`src/rtl/eti_tist_pkg.sv`:
```
`timescale 1ns / 1ps

package eti_tist_pkg;

  // Frame length in bytes; the last byte position is FRAME_BYTES - 1.
  localparam int FRAME_BYTES = 6144;

  // Result status codes.
  localparam logic [1:0] STATUS_OK       = 2'd0;
  localparam logic [1:0] STATUS_NO_FIC   = 2'd1;
  localparam logic [1:0] STATUS_PAST_END = 2'd2;

  // One frame byte with its framing side band.
  typedef struct packed {
    logic [7:0]  data_byte;
    logic        frame_start;
    logic [15:0] reference_count;
  } item_t;

  // One decoded timestamp report.
  typedef struct packed {
    logic [23:0] tist_ticks;
    logic [10:0] tist_ms;
    logic [7:0]  frame_count;
    logic [6:0]  stream_count;
    logic        count_mismatch;
    logic [1:0]  status;
  } result_t;

endpackage

```
`src/rtl/eti_frame_tist_extractor_unit.sv`:
```
`timescale 1ns / 1ps
// The result is registered: it appears in the cycle after the frame byte that completes it.
// Throughput: one frame byte per cycle; the only back pressure is a held result
// register, so a byte is taken whenever the result slot is empty or draining.
// Reset (synchronous, active high) clears the active flag, the byte position and the
// result valid; parsing then waits for a byte flagged as frame start.
module eti_frame_tist_extractor_unit (
  input  logic                  clk,
  input  logic                  rst,
  input  logic                  item_valid,
  output logic                  item_stall,
  input  eti_tist_pkg::item_t   item,
  output logic                  result_valid,
  input  logic                  result_stall,
  output eti_tist_pkg::result_t result
);

  localparam logic [12:0] FCT_POS   = 13'd4;
  localparam logic [12:0] NST_POS   = 13'd5;
  localparam logic [12:0] MODE_POS  = 13'd6;
  localparam logic [12:0] DESC_POS  = 13'd8;
  localparam logic [12:0] LAST_POS  = 13'(eti_tist_pkg::FRAME_BYTES - 1);
  localparam logic [21:0] FRAME_END = 22'(eti_tist_pkg::FRAME_BYTES);

  // Residue modulo 250 by folding: 256 is 6 modulo 250.
  function automatic logic [7:0] mod250(input logic [15:0] x);
    logic [10:0] s1;
    logic [8:0]  s2;
    s1 = 11'({x[15:8], 2'b00}) + 11'({x[15:8], 1'b0}) + 11'(x[7:0]);
    s2 = 9'({s1[10:8], 2'b00}) + 9'({s1[10:8], 1'b0}) + 9'(s1[7:0]);
    return (s2 >= 9'd250) ? 8'(s2 - 9'd250) : s2[7:0];
  endfunction

  // Parsing state.
  logic [12:0] pos, pos_next, pos_cur;
  logic        active, active_cur;
  logic [7:0]  ref_mod, ref_mod_cur;
  logic [7:0]  fct, fct_cur, fct_next;
  logic [6:0]  nst, nst_cur, nst_next;
  logic [1:0]  mode, mode_cur, mode_next;
  logic [1:0]  len_hi, len_hi_cur, len_hi_next;
  logic [20:0] sum, sum_cur, sum_next;
  logic [23:0] tist_shift, tist_shift_cur, tist_shift_next;

  logic [9:0]  hdr_end;
  logic [9:0]  tist_base;
  logic [21:0] tist_end;
  logic        in_desc;
  logic        past_hdr;
  logic        emit;
  logic [1:0]  status_sel;
  logic [9:0]  ms_q;
  logic        ms_round;
  logic [10:0] ms_val;
  logic        accept;
  logic [7:0]  b;

  assign b          = item.data_byte;
  assign item_stall = result_valid & result_stall;
  assign accept     = item_valid & ~item_stall;

  // A frame start restarts parsing from a cleared state at byte 0.
  always_comb begin
    if (item.frame_start) begin
      pos_cur        = '0;
      active_cur     = 1'b1;
      ref_mod_cur    = mod250(item.reference_count);
      fct_cur        = '0;
      nst_cur        = '0;
      mode_cur       = '0;
      len_hi_cur     = '0;
      sum_cur        = '0;
      tist_shift_cur = '0;
    end else begin
      pos_cur        = pos;
      active_cur     = active;
      ref_mod_cur    = ref_mod;
      fct_cur        = fct;
      nst_cur        = nst;
      mode_cur       = mode;
      len_hi_cur     = len_hi;
      sum_cur        = sum;
      tist_shift_cur = tist_shift;
    end
  end

  // Header fields and stream descriptor accumulation.
  always_comb begin
    pos_next        = pos_cur + 13'd1;
    fct_next        = fct_cur;
    nst_next        = nst_cur;
    mode_next       = mode_cur;
    len_hi_next     = len_hi_cur;
    sum_next        = sum_cur;
    tist_shift_next = {tist_shift_cur[15:0], b};

    if (pos_cur == FCT_POS) begin
      fct_next = b;
    end
    if (pos_cur == NST_POS) begin
      nst_next = b[6:0];
    end
    if (pos_cur == MODE_POS) begin
      mode_next = b[4:3];
    end

    // The header end only matters from byte 7 on, after NST is settled.
    hdr_end = 10'd7 + {1'b0, nst_cur, 2'b00};
    in_desc = (pos_cur >= DESC_POS) && (pos_cur <= 13'(hdr_end));

    if (in_desc && pos_cur[1:0] == 2'd2) begin
      len_hi_next = b[1:0];
    end
    if (in_desc && pos_cur[1:0] == 2'd3) begin
      sum_next = sum_cur + 21'({len_hi_cur, b, 3'b000});
    end

    // Last TIST byte: header, descriptors, FIC, streams, EOF, then 4 TIST bytes.
    tist_base = 10'd19 + {1'b0, nst_cur, 2'b00} + ((mode_cur == 2'd3) ? 10'd128 : 10'd96);
    tist_end  = 22'(tist_base) + 22'(sum_next);
    past_hdr  = (pos_cur >= 13'(hdr_end));
  end

  // Result selection.
  always_comb begin
    emit       = 1'b0;
    status_sel = eti_tist_pkg::STATUS_OK;
    if (pos_cur == NST_POS && !b[7]) begin
      emit       = 1'b1;
      status_sel = eti_tist_pkg::STATUS_NO_FIC;
    end else if (pos_cur == 13'(hdr_end) && tist_end >= FRAME_END) begin
      emit       = 1'b1;
      status_sel = eti_tist_pkg::STATUS_PAST_END;
    end else if (past_hdr && 22'(pos_cur) == tist_end) begin
      emit       = 1'b1;
      status_sel = eti_tist_pkg::STATUS_OK;
    end else if (pos_cur >= LAST_POS) begin
      emit       = 1'b1;
      status_sel = eti_tist_pkg::STATUS_PAST_END;
    end
  end

  // Milliseconds: divide by 16384, round half to even.
  always_comb begin
    ms_q     = tist_shift_next[23:14];
    ms_round = (tist_shift_next[13:0] > 14'h2000) ||
               (tist_shift_next[13:0] == 14'h2000 && ms_q[0]);
    ms_val   = {1'b0, ms_q} + 11'(ms_round);
  end

  // Control registers.
  always_ff @(posedge clk) begin
    if (rst) begin
      active       <= 1'b0;
      pos          <= '0;
      result_valid <= 1'b0;
    end else begin
      if (accept && active_cur) begin
        active <= ~emit;
        pos    <= pos_next;
      end
      if (accept) begin
        result_valid <= active_cur & emit;
      end else if (!result_stall) begin
        result_valid <= 1'b0;
      end
    end
  end

  // Payload registers.
  always_ff @(posedge clk) begin
    if (accept && active_cur) begin
      ref_mod    <= ref_mod_cur;
      fct        <= fct_next;
      nst        <= nst_next;
      mode       <= mode_next;
      len_hi     <= len_hi_next;
      sum        <= sum_next;
      tist_shift <= tist_shift_next;
      if (emit) begin
        result.status         <= status_sel;
        result.frame_count    <= fct_next;
        result.stream_count   <= nst_next;
        result.count_mismatch <= (ref_mod_cur != fct_next);
        if (status_sel == eti_tist_pkg::STATUS_OK) begin
          result.tist_ticks <= tist_shift_next;
          result.tist_ms    <= ms_val;
        end else begin
          result.tist_ticks <= '0;
          result.tist_ms    <= '0;
        end
      end
    end
  end

endmodule

```
`config.mk`:
```
export PLATFORM = sky130hd
export DESIGN_NAME = eti_frame_tist_extractor_unit
export DESIGN_NICKNAME = d
export VERILOG_FILES = /design/src/rtl/eti_tist_pkg.sv /design/src/rtl/eti_frame_tist_extractor_unit.sv
export SDC_FILE = /design/constraint.sdc
export NUM_CORES = 1
export LEC_CHECK = 0
export BUFFER_PORTS_ARGS = -buffer_cell sky130_fd_sc_hd__buf_2
export CORE_MARGIN = 5
export CORE_UTILIZATION = 60
export DETAILED_ROUTE_END_ITERATION = 8
export PLACE_DENSITY = 0.79
export SETUP_SLACK_MARGIN = 0.5
export SLEW_MARGIN = 20
export SYNTH_ARGS = -nofsm -noshare
export SYNTH_HDL_FRONTEND = slang
export SYNTH_SLANG_ARGS = --single-unit
```
`constraint.sdc`:
```
create_clock -name clk -period 31.8 [get_ports clk]
set_input_delay 9.54 -clock clk [delete_from_list [all_inputs] [get_ports clk]]
set_output_delay 9.54 -clock clk [all_outputs]
set_load 0.005 [all_outputs]
```
; Word level (Yosys, flattened, before mapping)
; Cells that the tools add are included.
[totals]
register_bits = 132
word_cells = 89
[op_classes]
eq_ne = 11
n_lt_le_gt_ge = 7
n_reduce_logical = 12
n_mux = 26
add_sub_neg = 12
bitwise_logic = 5
[op_table]
columns = operator, count
row1 = 21-bit 2-to-1 mux, 2
row2 = 8-bit 2-to-1 mux, 5
row3 = "13-bit by 3-bit == test with 1-bit output, second input constant", 3
row4 = 10-bit by 21-bit adder with 22-bit output, 1
row5 = 13-bit by 22-bit == test with 1-bit output, 1
row6 = "22-bit by 13-bit >= comparator with 1-bit output, second input constant", 1
row7 = 21-bit by 13-bit adder with 21-bit output, 1
row8 = 16-bit 2-to-1 mux, 1
row9 = 2-bit 2-to-1 mux, 8
row10 = "14-bit == test, second input constant", 1
row11 = "14-bit greater-than comparator, second input constant", 1
row12 = 7-bit 2-to-1 mux, 2
row13 = "13-bit by 1-bit adder with 13-bit output, second input constant", 1
row14 = 13-bit by 10-bit == test with 1-bit output, 1
row15 = 13-bit by 10-bit >= comparator with 1-bit output, 1
row16 = "13-bit >= comparator, second input constant", 1
row17 = "13-bit by 4-bit >= comparator with 1-bit output, second input constant", 1
row18 = 13-bit by 10-bit less-or-equal comparator with 1-bit output, 1
row19 = 13-bit 2-to-1 mux, 1
row20 = 10-bit by 1-bit adder with 11-bit output, 1
row21 = 10-bit by 9-bit adder with 11-bit output, 1
row22 = 11-bit by 8-bit adder with 11-bit output, 1
row23 = 10-bit by 8-bit adder with 10-bit output, 1
row24 = "3-bit by 9-bit adder with 10-bit output, first input constant", 1
row25 = other kinds (16), 34

; Depth between registers and ports, before layout
; Gate-level depths: netlist of run 1.
[logic_depth]
ltp_word = 14
mapped_depth = 35
ltp_nobuf = 28

; Worst setup path after synthesis of run 1
; No wires, ideal clock.
[synth_path]
path_kind = input port to flip-flop
start = input item[16] (netlist name)
end = register result[0] (netlist name), enable pin
t_arrival_ns = 19.078
cell_stages = 29
setup_slack_ns = 12.241
setup_ns = 0.481
path_cell_list = clkbuf_1 clkbuf_1 buf_1 buf_1 clkbuf_1 clkbuf_1 clkbuf_1 clkbuf_1 nand2b_1 ha_1 and3_1 a221oi_1 o211ai_1 a21bo_1 buf_2 clkbuf_1 o21ai_0 fa_1 ha_1 o21ai_0 a21oi_1 nand2_1 or4b_1 o41ai_1 xor3_1 nand4b_1 nor4_2 nor2_1 a21oi_1
[synth_between]
elab_chain_len = 13
word_cells_on_any_way = 34
cone_classes = 5 x add/sub / 5 x order compare / 5 x eq/ne / 12 x mux / 7 x reduce/logical
[synth_rtl]
columns = item, line
row1 = start: declaration, eti_frame_tist_extractor_unit.sv:12  ; input eti_tist_pkg::item_t item,
row2 = 7-bit 2-to-1 mux, eti_frame_tist_extractor_unit.sv:64  ; if (item.frame_start) begin
row3 = 3-bit by 9-bit adder with 10-bit output, eti_frame_tist_extractor_unit.sv:108  ; hdr_end = 10'd7 + {1'b0, nst_cur, 2'b00};
row4 = 13-bit by 10-bit less-or-equal comparator with 1-bit output, eti_frame_tist_extractor_unit.sv:109  ; in_desc = (pos_cur >= DESC_POS) && (pos_cur <= 13'(hdr_end));
row5 = 1-bit logical AND, eti_frame_tist_extractor_unit.sv:109
row6 = 1-bit logical AND, eti_frame_tist_extractor_unit.sv:114  ; if (in_desc && pos_cur[1:0] == 2'd3) begin
row7 = 21-bit 2-to-1 mux (*), eti_frame_tist_extractor_unit.sv:114
row8 = named net sum_next[7], eti_frame_tist_extractor_unit.sv:42  ; logic [20:0] sum, sum_cur, sum_next;
row9 = 10-bit by 21-bit adder with 22-bit output (*), eti_frame_tist_extractor_unit.sv:120  ; tist_end = 22'(tist_base) + 22'(sum_next);
row10 = "parallel branches: the longest is 3 deep, another holds 22-bit by 13-bit >= comparator with 1-bit output", --
row11 = 1-bit 2-to-1 mux (*), eti_frame_tist_extractor_unit.sv:131  ; end else if (pos_cur == 13'(hdr_end) && tist_end >= FRAME_END) begin
row12 = 1-bit 2-to-1 mux (*), eti_frame_tist_extractor_unit.sv:128  ; if (pos_cur == NST_POS && !b[7]) begin
row13 = 2-bit AND reduction (no source line) (*), --
row14 = end: declaration, eti_frame_tist_extractor_unit.sv:15  ; output eti_tist_pkg::result_t result
; Mark *: on every way through the listed nets, which the timed path passes.
; A chain may end at the register's enable or synchronous reset.

; Final worst setup path of run 1
[layout_path]
start = input result_stall
end = output item_stall
[layout_between]
elab_chain_len = 1
[layout_rtl]
columns = item, line
row1 = start: declaration, eti_frame_tist_extractor_unit.sv:14  ; input logic result_stall,
row2 = 1-bit bitwise AND, eti_frame_tist_extractor_unit.sv:59  ; assign item_stall = result_valid & result_stall;
row3 = end: declaration, eti_frame_tist_extractor_unit.sv:11  ; output logic item_stall,
; Every way passes these cells.

==> reports/metrics.yaml, run 1 <==
grt_pass1_wl_um: 32800
synth-seq-cells: 132
hold_ws_ns: 0.457
synth_cell_types: 72
insertion_delay_ns: 0.43
fin_nets: 998
ys_top_cells_by_area: "edfxtp_1 (40%), ha_1 (7.7%), xnor2_1 (5.3%)"
peakVddDrop_uv: 40.4
ctsHoldBuffers: 0
min_period_over_period_pct: 61.2
die_h_um: 131
cts_max_level: 4
power_frac_seq_pct: 38.6
r2r_start: "nst[1]"
combPwrFrac_pct: 25.2
num_rows: 44
grt_remaining_overflow: 0
drc: 0
fp.dieW_um: 131
setup_violations: 0
max_cap_violations: 0
path_depth: 4
synth_common_cells: "edfxtp_1 (117), nand2_1 (60), ha_1 (54)"
min_path_type: "reg2reg"
fin_crit_ns: 19.45
slew_viol_final: 0
worstSetupStartpointType: "input pin"
outcome: "completed"
clk_pin_slew_worst_paths_ns: 0.06
critPathTopFamily: "buffers and inverters"
synth_area_per_cell_um2: 10.8
worstMarginPinSlew_ns: 1.04
required_ns: 22.26
reg2reg_depth: 26
drtIter0Drc: 577
min_delay_path_depth: 2
reg2reg_to: "result[0]"
post_cts_resized: 0
hold_violations: 0
yosysTopAreaCellShare_pct: 39.8
clkPwrFrac_pct: 36.2
cp-endpoint: "item_stall"
power.density_mw_per_mm2: 52.2
rsz0062_at_grt: "no"
post-cts-setup-buffers: 0
syn_nets: 919
cp-startpoint: "result_stall"
cts_buffers: 17
dp_hpwl_um: 13700
path_class: "in2out"
vias: 6623
sw_frac_of_total_pct: 30.3
slowest_stage: "buf_2"
antenna_found_initial: 0
p_leak_uw: 0.00389
ys_warn_count: 0
reg2reg_slack_ns: 23.67
cp_cell_sequence: "buf_2, nand2_1, inv_1, buf_2"
intPower_uw: 364
coreArea_mm2: 0.0145
synth-edff-count: 117
diodes: 0
antenna_left: 0
io_pins: 84
synth.most_common_cell: "edfxtp_1"
wl_per_cell_um: 18.4
setup_tns_ns: 0
start_util_pct: 61.0
crit_path_end_kind: "output port"
synth_top_area_cell: "edfxtp_1"
grt_usage_pct: 23.3
root_buffer: "clkbuf_16"
synth_cells: 821
synth_ff_type: "edfxtp_1"
final_util_pct: 69.1
dr.pass1.iters: 5
crit_path_max_incr_delay_ns: 0.12
gp_congestion: 0.863
cp.arrival_ns: 9.91
synth_seq_area_share_pct: 43.2
port_buffers: 83
clockBufferDepth: 2
grt_max_degree: 81
crit_top_cell: "buf_2"
slew_headroom_pct: 30.4
max_freq_mhz: 51.4
fillers: 1072
drive_gt1_share_pct: 18.9
syn2layout_area_growth_pct: 13.3
dieArea_mm2: 0.0172
vias_per_cell: 6.04
switchingPower_uw: 158
worst_clock_skew_ns: 0.00804
clkSinkCount: 132
async_reset_ff_share_pct: 0
grt_pass1_vias: 6388
wirelength_um: 20200
cp_max_fo: 3
cts_tree: "built"
worst-path-buf-inv: 3
synthesis.area_mm2: 0.00883
-- layout by cell type (no fill, tap or decap), types with 5 or more instances in the layout --
cell	netlist	final
buf_4	1	5
nand3_1	27	27
and3_1	9	9
mux2_2	21	21
xor2_1	22	22
a21o_1	15	15
edfxtp_1	117	117
nand4_1	8	8
a21oi_1	31	30
inv_6	0	6
a211oi_1	6	6
nor3b_1	8	8
o21ai_0	36	36
nor4b_1	7	7
nor2b_1	51	51
o21bai_1	5	5
a31oi_1	7	7
ha_1	54	54
nor2_1	47	46
xnor2_1	53	53
nand2b_1	22	22
fa_1	15	15
nor4_2	7	7
or3_1	7	7
nor3_1	13	13
nand2_1	60	60
clkbuf_16	0	17
dfxtp_1	15	15
o211ai_1	7	7
nor3b_2	10	10
nand3b_1	7	7
inv_1	35	34
buf_2	5	82
-- routing by layer --
metal | track usage [%] | routed length (um)
met5 | 0 | 0
met4 | 7.89 | 491
met3 | 5.50 | 1270
met2 | 38.4 | 9820
met1 | 30.6 | 8640
-- through the flow --
step | setup WS [ns] | instances | total power, uW | area (um^2)
2_1_floorplan | 12.24 | 821 | 309 | 8830
3_5_place_dp | 12.35 | 1064 | 336 | 9420
4_1_cts | 12.35 | 1096 | 525 | 9990
6_report | 12.35 | 1097 | 523 | 10000
5_1_grt | 12.30 | 1097 | 550 | 10000
3_3_place_gp | 12.37 | 1064 | 332 | 9420
-- cell families (layout without fill, tap and decap cells) --
kind of cell / count (synthesis) / count (layout) / share of synthesized area (%)
flops: 132 / 132 / 43.2
fa+ha+maj: 69 / 69 / 11.1
mux: 25 / 25 / 3.19
simple gates: 307 / 307 / 20.2
buf+inv: 63 / 155 / 2.79
xor+xnor: 77 / 77 / 7.96
compound gates: 148 / 148 / 11.6
-- worst min-delay path, stage by stage, from the launching register on --
cell,delay (ns)
dfxtp_1,0.31
nand2_1,0.05
a21oi_1,0.05
-- worst min path at each step --
stage	from	end	slack, ns
finish	active	active	0.46
CTS	active	active	0.46
floorplan	active	active	0.43
global route	active	active	0.49
global placement	active	active	0.44
detailed placement	active	active	0.45
-- power by group through the flow --
stage                     sequential, uW  combinational (uW)  clock, uW
after floorplan                      205                 104          0
after global placement               205                 126          0
after detailed placement             205                 130          0
after CTS                            202                 132        191
after global routing                 203                 149        199
final                                202                 132        189
-- layout make-up --
| class | count | area [um^2] | area share, % |
|---|---|---|---|
| clock buffers | 17 | 425 | 4.25 |
| flip-flops and latches | 132 | 3810 | 38.1 |
| multi-input cells | 626 | 4800 | 47.9 |
| repair buffers | 88 | 463 | 4.63 |
| clock inverters | 15 | 143 | 1.43 |
| well taps | 184 | 230 | 2.30 |
| inverters | 35 | 131 | 1.31 |
-- flip-flops by register name (all words and copies together) (netlist names) --
name,flops
active,1
fct,8
len_hi,2
mode,2
nst,7
pos,13
ref_mod,8
result,53
result_valid,1
sum,21
tist_shift,16
No activity file was read; power rests on OpenSTA's default activity.
==> run 2: changes to the inputs <==
CORE_UTILIZATION = 55   (was 60)
PLACE_DENSITY = 0.76   (was 0.79)
clock period = 17.7 ns   (was 31.8 ns; I/O delays follow)
==> reports/metrics.yaml, run 2 (synthesis gave the netlist of run 1 again) <==
outcome: "completed"
hold_violations: 0
fin_crit_ns: 12.81
io_pins: 84
crit_path_end_kind: "register"
drtIter0Drc: 525
fillers: 1268
slew_viol_final: 0
min_delay_path_depth: 2
wl_per_cell_um: 16.9
min_period_over_period_pct: 72.4
slew_headroom_pct: 33.2
worstSetupStartpointType: "input pin"
fin_nets: 997
final_cell_mix: "edfxtp_1 (117), buf_2 (82), nand2_1 (60), ha_1 (54), xnor2_1 (53)"
insertion_delay_ns: 0.42
p_leak_uw: 0.00388
vias: 6471
cts_buffers: 17
clkSinkCount: 132
grt_pass1_wl_um: 31400
worstMarginPinSlew_ns: 0.999
pre_cts_slack_ns: 4.61
grt_usage_pct: 21.3
hold_ws_ns: 0.477
cp_max_fo: 58
worst_clock_skew_ns: 0.00916
power_uw: 936
r2r_start: "nst[1]"
dp_hpwl_um: 13500
min_path_type: "reg2reg"
cts_max_level: 4
post-cts-setup-buffers: 0
final_util_pct: 63.5
reg2reg_slack_ns: 9.80
clockBufferDepth: 2
clk_pin_slew_worst_paths_ns: 0.05
reg_top3: "result (53), sum (21), tist_shift (16)"
die_h_um: 137
antenna_left: 0
syn2layout_area_growth_pct: 13.8
max_cap_violations: 0
power.density_mw_per_mm2: 93.2
root_buffer: "clkbuf_16"
layout_commonest_cell: "edfxtp_1"
reg2reg_to: "result[27]"
post_cts_resized: 0
cts_tree: "built"
gp_congestion: 0.848
holdPathEnd: "active"
diodes: 0
dieArea_mm2: 0.0187
worst_slack_ns: 4.89
top_register: "result"
ctsHoldBuffers: 0
path_class: "in2reg"
reg2reg_depth: 26
required_ns: 17.74
fp.dieW_um: 137
coreArea_mm2: 0.0158
grt_max_degree: 75
dr.pass1.iters: 5
vias_per_cell: 5.74
rsz0062_at_grt: "no"
drive_gt1_share_pct: 18.4
grt_pass1_vias: 6342
cp.arrival_ns: 12.85
antenna_found_initial: 0
hp-start: "active"
max_freq_mhz: 78.1
num_rows: 46
start_util_pct: 55.8
grt_remaining_overflow: 0
peakVddDrop_uv: 74.1
largest_reg_flops: 53
setup_tns_ns: 0
port_buffers: 83
wirelength_um: 19100
setup_violations: 0
drc: 0
[run 2: power breakdown]
part           internal (uW)  total [uW]  switching [uW]
Sequential               357         363            6.00
Clock                    206         337             131
Combinational            102         236             134
Total                    664         936             271
[run 2: final cells by class]
| type | count | area (um^2) | area share (%) |
|---|---|---|---|
| multi-input combinational | 626 | 4800 | 47.8 |
| sequential | 132 | 3810 | 38.0 |
| timing repair buffer | 87 | 468 | 4.66 |
| clock buffer | 18 | 429 | 4.27 |
| tap | 216 | 270 | 2.69 |
| clock inverter | 13 | 134 | 1.33 |
| inverter | 35 | 131 | 1.31 |
[run 2: worst max-delay path by stage]
stage | start | slack (ns) | cells past startpoint | end
6_report | item[16] | 4.89 | 23 | result[27]
5_1_grt | item[16] | 4.41 | 23 | result[50]
4_1_cts | item[16] | 5.02 | 25 | result[24]
3_5_place_dp | item[16] | 4.61 | 25 | result[24]
3_3_place_gp | item[16] | 4.78 | 25 | result[0]
2_1_floorplan | item[16] | 2.37 | 29 | result[0]
[run 2: stage by stage]
step / std cells / cell area [um^2]
after global routing: 1127 / 10000
after CTS: 1126 / 10000
after global placement: 1095 / 9450
final: 1127 / 10000
after floorplan: 821 / 8830
after detailed placement: 1095 / 9450
[run 2: metal layers]
metal	part of all wire [%]	global-route usage [%]	wire, um	up-vias
met5	0	0	0	-
met4	1.3	5.82	250	0
met3	3.5	4.19	671	24
met2	49	35.8	9450	164
met1	46	28.2	8720	3110
li1	-	-	-	3173
[run 2: worst max-delay path, cell delays in order]
cell and delay (ns):
buf_4 0.43, buf_4 0.61, nor2b_1 0.22, ha_1 0.35, and3_1 0.18, nand3_1 0.14, or3_1 0.52, a21bo_1 0.46
o21ai_0 0.31, inv_1 0.09, fa_1 0.51, inv_1 0.04, ha_1 0.34, a21oi_1 0.17, o21ai_0 0.23, a311oi_1 0.66
o211ai_1 0.20, a21bo_1 0.22, mux2_4 0.29, nor4_2 0.51, nor2_1 0.17, a21oi_4 0.16, buf_4 0.58
